[src/hdl/rlt_pkg.sv]
// Shared types, sizes and codes for the record lock table.
package rlt_pkg;

   // Table geometry and tag widths
   localparam int TABLE_ENTRIES = 64;
   localparam int KEY_BITS      = 32;
   localparam int TXN_BITS      = 32;
   localparam int IDX_BITS      = $clog2(TABLE_ENTRIES);
   localparam int FREED_BITS    = 7;

   // Request action codes
   localparam logic [1:0] ACT_ACQUIRE     = 2'd0;
   localparam logic [1:0] ACT_RELEASE_KEY = 2'd1;
   localparam logic [1:0] ACT_RELEASE_ALL = 2'd2;

   // Response status codes
   localparam logic [2:0] STS_GRANT_NEW   = 3'd0;
   localparam logic [2:0] STS_GRANT_OWN   = 3'd1;
   localparam logic [2:0] STS_CONFLICT    = 3'd2;
   localparam logic [2:0] STS_TABLE_FULL  = 3'd3;
   localparam logic [2:0] STS_RELEASED    = 3'd4;

   typedef struct packed {
      logic [1:0]  action;
      logic        lock_mode;
      logic [31:0] key_tag;
      logic [31:0] txn_id;
   } req_type;

   typedef struct packed {
      logic [2:0]            status;
      logic                  key_still_locked;
      logic [FREED_BITS-1:0] entries_freed;
   } rsp_type;

   // One stored lock entry; its valid bit lives in flip-flops
   typedef struct packed {
      logic [KEY_BITS-1:0] key;
      logic [TXN_BITS-1:0] owner;
      logic                exclusive;
   } ent_type;

   localparam int ENT_BITS = $bits(ent_type);

endpackage

[src/hdl/rlt_ram.sv]
// Generic single-write, single-read RAM with registered read data.
module rlt_ram #(
   parameter int WIDTH = 8,
   parameter int DEPTH = 16
) (
   input  logic                     clock,
   input  logic                     wr_en,
   input  logic [$clog2(DEPTH)-1:0] wr_addr,
   input  logic [WIDTH-1:0]         wr_data,
   input  logic                     rd_en,
   input  logic [$clog2(DEPTH)-1:0] rd_addr,
   output logic [WIDTH-1:0]         rd_data
);

   logic [WIDTH-1:0] mem [DEPTH];
   logic [WIDTH-1:0] rd_data_ff;

   // Write one word, and read one word into a registered output
   always_ff @(posedge clock) begin
      if (wr_en) begin
         mem[wr_addr] <= wr_data;
      end
      if (rd_en) begin
         rd_data_ff <= mem[rd_addr];
      end
   end

   assign rd_data = rd_data_ff;

endmodule

[src/hdl/record_lock_table_core.sv]
// Record lock table: shared/exclusive locks on key tags, one request at a time.
//
// Requests arrive on the req_ channel (valid/ready) and carry an action, a
// lock mode, a key tag and a transaction id. Each request yields exactly one
// response on the rsp_ channel: a status, whether the key is still locked and
// how many entries a release freed.
// Each request walks the whole table through the entry RAM, one entry a
// cycle. The response is registered after the scan, and the next request is
// taken in the cycle after the response is loaded, so a new request is not
// taken before the block is through with the last one.
// The single read port of the entry RAM sets this pace.
// Reset clears all entry valid bits at once; the RAM contents are only
// read behind a set valid bit. A stalled response sits in the output register
// while the next request is already taken and scanned; the scan then holds in
// its final cycle until the output register is free.
module record_lock_table_core (
   input  logic            clock,
   input  logic            reset,
   input  logic            req_valid,
   output logic            req_ready,
   input  rlt_pkg::req_type req_data,
   output logic            rsp_valid,
   input  logic            rsp_ready,
   output rlt_pkg::rsp_type rsp_data
);
   import rlt_pkg::*;

   typedef enum logic [1:0] {
      ST_IDLE,
      ST_SCAN,
      ST_LAST,
      ST_FINISH
   } state_type;

   state_type               state_ff, state_in;
   logic [IDX_BITS-1:0]     cnt_ff, cnt_in;
   logic                    chk_vld_ff, chk_vld_in;
   logic [IDX_BITS-1:0]     chk_idx_ff, chk_idx_in;
   req_type                 req_ff, req_in;
   logic [TABLE_ENTRIES-1:0] valid_ff, valid_in;
   logic                    conflict_ff, conflict_in;
   logic                    have_own_ff, have_own_in;
   logic [IDX_BITS-1:0]     own_slot_ff, own_slot_in;
   logic                    have_free_ff, have_free_in;
   logic [IDX_BITS-1:0]     free_slot_ff, free_slot_in;
   logic                    key_left_ff, key_left_in;
   logic [FREED_BITS-1:0]   freed_ff, freed_in;
   logic                    rsp_valid_ff, rsp_valid_in;
   rsp_type                 rsp_ff, rsp_in;

   logic                    rd_en;
   logic [ENT_BITS-1:0]     rd_word;
   ent_type                 ent;
   logic                    wr_en;
   logic [IDX_BITS-1:0]     wr_addr;
   ent_type                 wr_ent;

   logic [KEY_BITS-1:0]     req_key;
   logic [TXN_BITS-1:0]     req_txn;
   logic                    is_acquire;
   logic                    ent_live;
   logic                    key_hit;
   logic                    own_hit;
   logic                    rel_hit;
   logic                    out_free;
   logic [2:0]              fin_status;
   logic                    fin_locked;

   // Entry store: key, owner and mode of every slot
   rlt_ram #(
      .WIDTH (ENT_BITS),
      .DEPTH (TABLE_ENTRIES)
   ) u_entry_ram (
      .clock   (clock),
      .wr_en   (wr_en),
      .wr_addr (wr_addr),
      .wr_data (wr_ent),
      .rd_en   (rd_en),
      .rd_addr (cnt_ff),
      .rd_data (rd_word)
   );

   assign ent     = ent_type'(rd_word);
   assign req_key = req_ff.key_tag[KEY_BITS-1:0];
   assign req_txn = req_ff.txn_id[TXN_BITS-1:0];
   assign is_acquire = (req_ff.action == ACT_ACQUIRE);

   // Classify the entry returned by the RAM
   assign ent_live = valid_ff[chk_idx_ff];
   assign key_hit  = ent_live && (ent.key == req_key);
   assign own_hit  = key_hit && (ent.owner == req_txn);
   assign rel_hit  = ent_live && (ent.owner == req_txn) &&
                     ((req_ff.action == ACT_RELEASE_ALL) ||
                      ((req_ff.action == ACT_RELEASE_KEY) && (ent.key == req_key)));

   assign out_free = !rsp_valid_ff || rsp_ready;

   // Settle the outcome of a request once the scan is complete
   always_comb begin
      if (!is_acquire) begin
         fin_status = STS_RELEASED;
      end else if (conflict_ff) begin
         fin_status = STS_CONFLICT;
      end else if (have_own_ff) begin
         fin_status = STS_GRANT_OWN;
      end else if (!have_free_ff) begin
         fin_status = STS_TABLE_FULL;
      end else begin
         fin_status = STS_GRANT_NEW;
      end
      fin_locked = key_left_ff || (fin_status == STS_GRANT_NEW);
   end

   // Write back a retyped or new entry when the acquire is granted
   always_comb begin
      wr_en            = (state_ff == ST_FINISH) && out_free && is_acquire &&
                         !conflict_ff && (have_own_ff || have_free_ff);
      wr_addr          = have_own_ff ? own_slot_ff : free_slot_ff;
      wr_ent.key       = req_key;
      wr_ent.owner     = req_txn;
      wr_ent.exclusive = req_ff.lock_mode;
   end

   assign rd_en = (state_ff == ST_SCAN);

   // Sequencer and scan accumulators
   always_comb begin
      state_in     = state_ff;
      cnt_in       = cnt_ff;
      chk_vld_in   = 1'b0;
      chk_idx_in   = cnt_ff;
      req_in       = req_ff;
      valid_in     = valid_ff;
      conflict_in  = conflict_ff;
      have_own_in  = have_own_ff;
      own_slot_in  = own_slot_ff;
      have_free_in = have_free_ff;
      free_slot_in = free_slot_ff;
      key_left_in  = key_left_ff;
      freed_in     = freed_ff;
      rsp_valid_in = rsp_valid_ff && !rsp_ready;
      rsp_in       = rsp_ff;
      req_ready    = (state_ff == ST_IDLE);

      // Fold in one entry from the RAM
      if (chk_vld_ff) begin
         if (!ent_live && !have_free_ff) begin
            have_free_in = 1'b1;
            free_slot_in = chk_idx_ff;
         end
         if (is_acquire && own_hit && !have_own_ff) begin
            have_own_in = 1'b1;
            own_slot_in = chk_idx_ff;
         end
         if (is_acquire && key_hit && !own_hit &&
             (req_ff.lock_mode || ent.exclusive)) begin
            conflict_in = 1'b1;
         end
         if (key_hit && !rel_hit) begin
            key_left_in = 1'b1;
         end
         if (rel_hit) begin
            valid_in[chk_idx_ff] = 1'b0;
            if (freed_ff != {FREED_BITS{1'b1}}) begin
               freed_in = freed_ff + FREED_BITS'(1);
            end
         end
      end

      case (state_ff)
         ST_IDLE: begin
            if (req_valid) begin
               req_in       = req_data;
               cnt_in       = '0;
               conflict_in  = 1'b0;
               have_own_in  = 1'b0;
               have_free_in = 1'b0;
               key_left_in  = 1'b0;
               freed_in     = '0;
               state_in     = ST_SCAN;
            end
         end
         ST_SCAN: begin
            chk_vld_in = 1'b1;
            if (cnt_ff == IDX_BITS'(TABLE_ENTRIES - 1)) begin
               state_in = ST_LAST;
            end else begin
               cnt_in = cnt_ff + IDX_BITS'(1);
            end
         end
         ST_LAST: begin
            state_in = ST_FINISH;
         end
         ST_FINISH: begin
            if (out_free) begin
               if (wr_en && !have_own_ff) begin
                  valid_in[free_slot_ff] = 1'b1;
               end
               rsp_valid_in            = 1'b1;
               rsp_in.status           = fin_status;
               rsp_in.key_still_locked = fin_locked;
               rsp_in.entries_freed    = is_acquire ? '0 : freed_ff;
               state_in                = ST_IDLE;
            end
         end
         default: begin
            state_in = ST_IDLE;
         end
      endcase
   end

   // Hold state and registered outputs
   always_ff @(posedge clock) begin
      cnt_ff       <= cnt_in;
      chk_idx_ff   <= chk_idx_in;
      req_ff       <= req_in;
      conflict_ff  <= conflict_in;
      have_own_ff  <= have_own_in;
      own_slot_ff  <= own_slot_in;
      have_free_ff <= have_free_in;
      free_slot_ff <= free_slot_in;
      key_left_ff  <= key_left_in;
      freed_ff     <= freed_in;
      rsp_ff       <= rsp_in;
      if (reset) begin
         state_ff     <= ST_IDLE;
         chk_vld_ff   <= 1'b0;
         valid_ff     <= '0;
         rsp_valid_ff <= 1'b0;
      end else begin
         state_ff     <= state_in;
         chk_vld_ff   <= chk_vld_in;
         valid_ff     <= valid_in;
         rsp_valid_ff <= rsp_valid_in;
      end
   end

   assign rsp_valid = rsp_valid_ff;
   assign rsp_data  = rsp_ff;

   // No entry is still being folded in while a new request can be taken
   a_idle_no_check: assert property (@(posedge clock) disable iff (reset)
      req_ready |-> !chk_vld_ff)
      else $error("entry check pending while idle");

   // A response only appears out of the final step
   a_rsp_from_finish: assert property (@(posedge clock) disable iff (reset)
      $rose(rsp_valid_ff) |-> $past(state_ff == ST_FINISH))
      else $error("response raised outside finish");

   // A new grant leaves its slot marked valid
   a_new_slot_valid: assert property (@(posedge clock) disable iff (reset)
      (wr_en && !have_own_ff) |=> valid_ff[$past(free_slot_ff)])
      else $error("new entry not marked valid");

   // The freed count never exceeds the table size
   a_freed_bound: assert property (@(posedge clock) disable iff (reset)
      state_ff == ST_FINISH |-> freed_ff <= FREED_BITS'(TABLE_ENTRIES))
      else $error("freed count beyond table size");

   // Reads only happen while scanning, writes only when finishing
   a_no_rw_overlap: assert property (@(posedge clock) disable iff (reset)
      wr_en |-> !rd_en && !chk_vld_ff)
      else $error("entry write overlaps scan");

endmodule
[config.mk]
export PLATFORM = sky130hd
export DESIGN_NAME = record_lock_table_core
export DESIGN_NICKNAME = d
export VERILOG_FILES = /design/src/hdl/rlt_pkg.sv /design/src/hdl/rlt_ram.sv /design/src/hdl/record_lock_table_core.sv
export SDC_FILE = /design/constraint.sdc
export NUM_CORES = 2
export LEC_CHECK = 0
export BUFFER_PORTS_ARGS = -buffer_cell sky130_fd_sc_hd__buf_4
export CORE_ASPECT_RATIO = 0.6
export CORE_MARGIN = 2
export CORE_UTILIZATION = 45
export CTS_BUF_LIST = sky130_fd_sc_hd__clkbuf_4
export CTS_CLUSTER_DIAMETER = 40
export CTS_CLUSTER_SIZE = 28
export DETAILED_ROUTE_END_ITERATION = 7
export GPL_ROUTABILITY_DRIVEN = 0
export MAX_ROUTING_LAYER = met4
export SLEW_MARGIN = 40
export SYNTH_ARGS = -nofsm -noshare
export SYNTH_HDL_FRONTEND = slang
export SYNTH_MEMORY_MAX_BITS = 65536
export SYNTH_SLANG_ARGS = --single-unit
[constraint.sdc]
create_clock -name clock -period 6.1 [get_ports clock]
set_input_delay 0.915 -clock clock [delete_from_list [all_inputs] [get_ports clock]]
set_output_delay 0.915 -clock clock [all_outputs]
set_load 0.1 [all_outputs]
==> flow_summary.yaml <==
yosys:
  synthCells: 6737
  ys_warn_count: 0
  synth_enable_flop_cells: 4321
  ys_ff_latch: 4406
  ys_async_sr_fraction_pct: 0
  seq_area_frac_synth_pct: 78.4
  synth_area_um2: 168000
  ys_types: 60
  ys.flop_type: "edfxtp_1"
  synth_area_per_cell_um2: 24.9
  synth_nets: 6814
die:
  die-area_um2: 378000
  die_h_um: 477
  io_pins: 84
  die_x_um: 792
  start_util_pct: 45.2
  core_area_um2: 371000
  num_rows: 173
clock_network:
  clkLatencyLatePin_ns: 1.54
  cts_tree: "built"
  numClockSinks: 4406
  cts_buffers: 410
  htree_levels: 5
  cts_resized: 0
  clockBufferDepth: 4
  root_buffer: "clkbuf_4"
  cts.clk_slew.worst_paths_ns: 0.19
setup_path:
  worstPathMaxFanout: 19
  r2r_start: "have_own_ff"
  r2r_slack_ns: 1.51
  path_depth: 7
  end_kind: "flop"
  worstPathArrival_ns: 5.63
  critPathRequiredTime_ns: 7.14
  max_stage_delay_ns: 0.89
  cp_top_family: "simple AND/OR/NAND/NOR gates"
  crit_slowest_cell: "nor2_4"
  cp-start-kind: "flop"
  reg2reg_to: "u_entry_ram.mem[7][38]"
  reg2regPathDepth: 7
  crit_chain: "inv_1 > a21oi_1 > nand3_1 > nor2_1 > nand2_1 > nor2_4 > buf_4"
  crit_type: "reg2reg"
  path_buf_inv: 2
sta:
  period_needed_ns: 4.59
  relSlewSlack_pct: 35.4
  worst_pin_slew_ns: 0.967
  final-hold-violation-count: 0
  finalSetupTns_ns: 0
  finClkSkew_ns: 0.174
  drv_slew: 0
  fmax_ghz: 0.218
  setup_viol: 0
  min_period_over_period_pct: 75.2
  rsz0062_at_grt: "no"
flow_run:
  cap_violations: 0
layout:
  fin_nets: 7371
  seqCellArea_um2: 131000
  final_design_area_no_fill_um2: 186000
  multi_input_area_um2: 35400
  drive_gt1_share_pct: 34.3
  num-fill-cells: 29000
  final_util_pct: 50.2
  area_growth_pct: 10.9
min_path:
  hp-start: "req_data[13]"
  min_to: "req_txn[13]"
  hold_path.class: "in2reg"
  hold_depth: 2
global_routing:
  grt_usage_pct: 25.1
  antenna_found_initial: 19
  first_global_vias: 77700
  gr-total-overflow: 0
  grt_max_degree: 122
  grt_pass1_wl_um: 640000
outcome:
  status: "completed"
power:
  peakVddDrop_uv: 356
  p_per_area_nw_per_um2: 404
  power.leakage_uw: 0.0557
detailed_routing:
  wire_per_inst_um: 36.7
  drtIter0Drc: 12700
  antenna_left: 0
  totalWireLength_um: 465000
  vias: 80800
  vias_per_cell: 6.38
  drc_errors: 0
  drtPass1Iterations: 5
place:
  numPortBuffers: 83
  placed_cell_area_um2: 177000
  dpl.hpwl_um: 249000
power by group:
| part | switching [uW] | internal (uW) | leakage (uW) |
|---|---|---|---|
| logic | 12000 | 9920 | 0.0123 |
| clock network | 11500 | 5730 | 0.00381 |
| registers | 440 | 35400 | 0.0396 |
synth_stat cells, drive strengths merged (4+ instances only):
library cell     n  area, um^2
dfxtp           85        1700
edfxtp        4321      130000
xor2            33         289
nand3           21         105
nand4           16         100
mux2i            5        50.1
and3             8        50.1
mux4          1371       30900
ha               6        75.1
clkbuf         248         931
and2            10        62.6
nor4            10        62.6
nor3             6        30.0
xnor2           35         307
buf             95         423
nor3b            4        30.0
and4            57         499
o21ai           11        55.1
o32ai            9        78.8
o22ai           45         282
nand2b          63         394
o41ai            8        70.1
nand2           52         195
mux2            15         169
nor2           100         375
a22oi            5        37.5
nor2b           14        87.6
inv             22        82.6
a21oi           19        95.1
metal layers:
metal  wire, um  global-route usage, %  vias to the layer above  part of all wire, %
met1     206000                   39.9                    44800                   44
met2     198000                   33.8                     4795                   43
met3      53400                   5.67                      515                   11
met4       7810                   4.06                        0                  1.7
met5          0                      -                        -                    0
li1           -                      -                    30700                    -
layout make-up:
| type | count | area share [%] |
|---|---|---|
| sequential | 4406 | 70.7 |
| multi-input combinational | 1964 | 19.0 |
| tap | 4987 | 3.36 |
| timing repair buffer | 488 | 2.94 |
| clock inverter | 334 | 2.13 |
| clock buffer | 429 | 1.73 |
| inverter | 24 | 0.0525 |
| antenna | 23 | 0.0310 |
flip-flops by register name, summed over array words and instances, names as in the netlist, 7 cells and up:
name,cells
rsp_data,11
u_entry_ram.rd_data,65
req_key,32
freed_ff,7
req_txn,32
u_entry_ram.mem,4160
valid_ff,64
repair_timing:
item                                   CTS  global route
endpoints found under the hold margin   99             0
hold buffers                           104             0
setup buffers                            0             0
cell usage in the layout, fill, tap and decap left out, types with 19 or more instances in the layout:
master / instances
nand2_1: 49
inv_1: 22
xor2_1: 29
xnor2_1: 25
clkinv_8: 39
dfxtp_1: 84
mux4_2: 1371
a21oi_1: 19
and4_1: 57
nor2_4: 64
diode_2: 23
dlygate4sd3_1: 104
clkinvlp_4: 33
edfxtp_1: 4321
nor2_1: 33
nand3_1: 21
nand2b_1: 63
inv_6: 79
clkinv_4: 45
inv_8: 54
clkbuf_4: 429
o22ai_1: 45
buf_12: 107
bufinv_16: 32
buf_4: 258
through the flow:
stage / cells / total power [uW] / setup slack [ns] / hold slack (ns)
2_1_floorplan: 6737 / 51000 / 0.647 / 0.346
3_3_place_gp: 11800 / 58300 / 1.07 / 0.427
3_5_place_dp: 11800 / 58600 / 1.57 / 0.423
4_1_cts: 12600 / 75600 / 1.61 / 0.00459
5_1_grt: 12700 / 77700 / 1.40 / 0.0297
6_report: 12700 / 75000 / 1.51 / 0.135
cell families (layout without fill, tap and decap cells):
kind of cell | Yosys count | count (layout) | share of synthesized area (%)
flops | 4406 | 4406 | 78.4
mux | 1391 | 1391 | 18.6
simple gates | 371 | 371 | 1.24
buf+inv | 367 | 1275 | 0.861
compound gates | 128 | 128 | 0.530
xor+xnor | 68 | 68 | 0.355
fa+ha+maj | 6 | 6 | 0.0448
other cells | 0 | 23 | 0
worst max-delay path by stage:
stage	endpoint	startpoint	slack (ns)
floorplan	u_entry_ram.mem[0][0]	rsp_ready	0.65
global placement	valid_ff[45]	req_key[31]	1.07
detailed placement	u_entry_ram.mem[7][41]	rsp_ready	1.57
CTS	valid_ff[29]	req_key[31]	1.61
global route	u_entry_ram.mem[7][38]	have_own_ff	1.40
finish	u_entry_ram.mem[7][38]	have_own_ff	1.51
No activity file was read; power rests on OpenSTA's default activity.
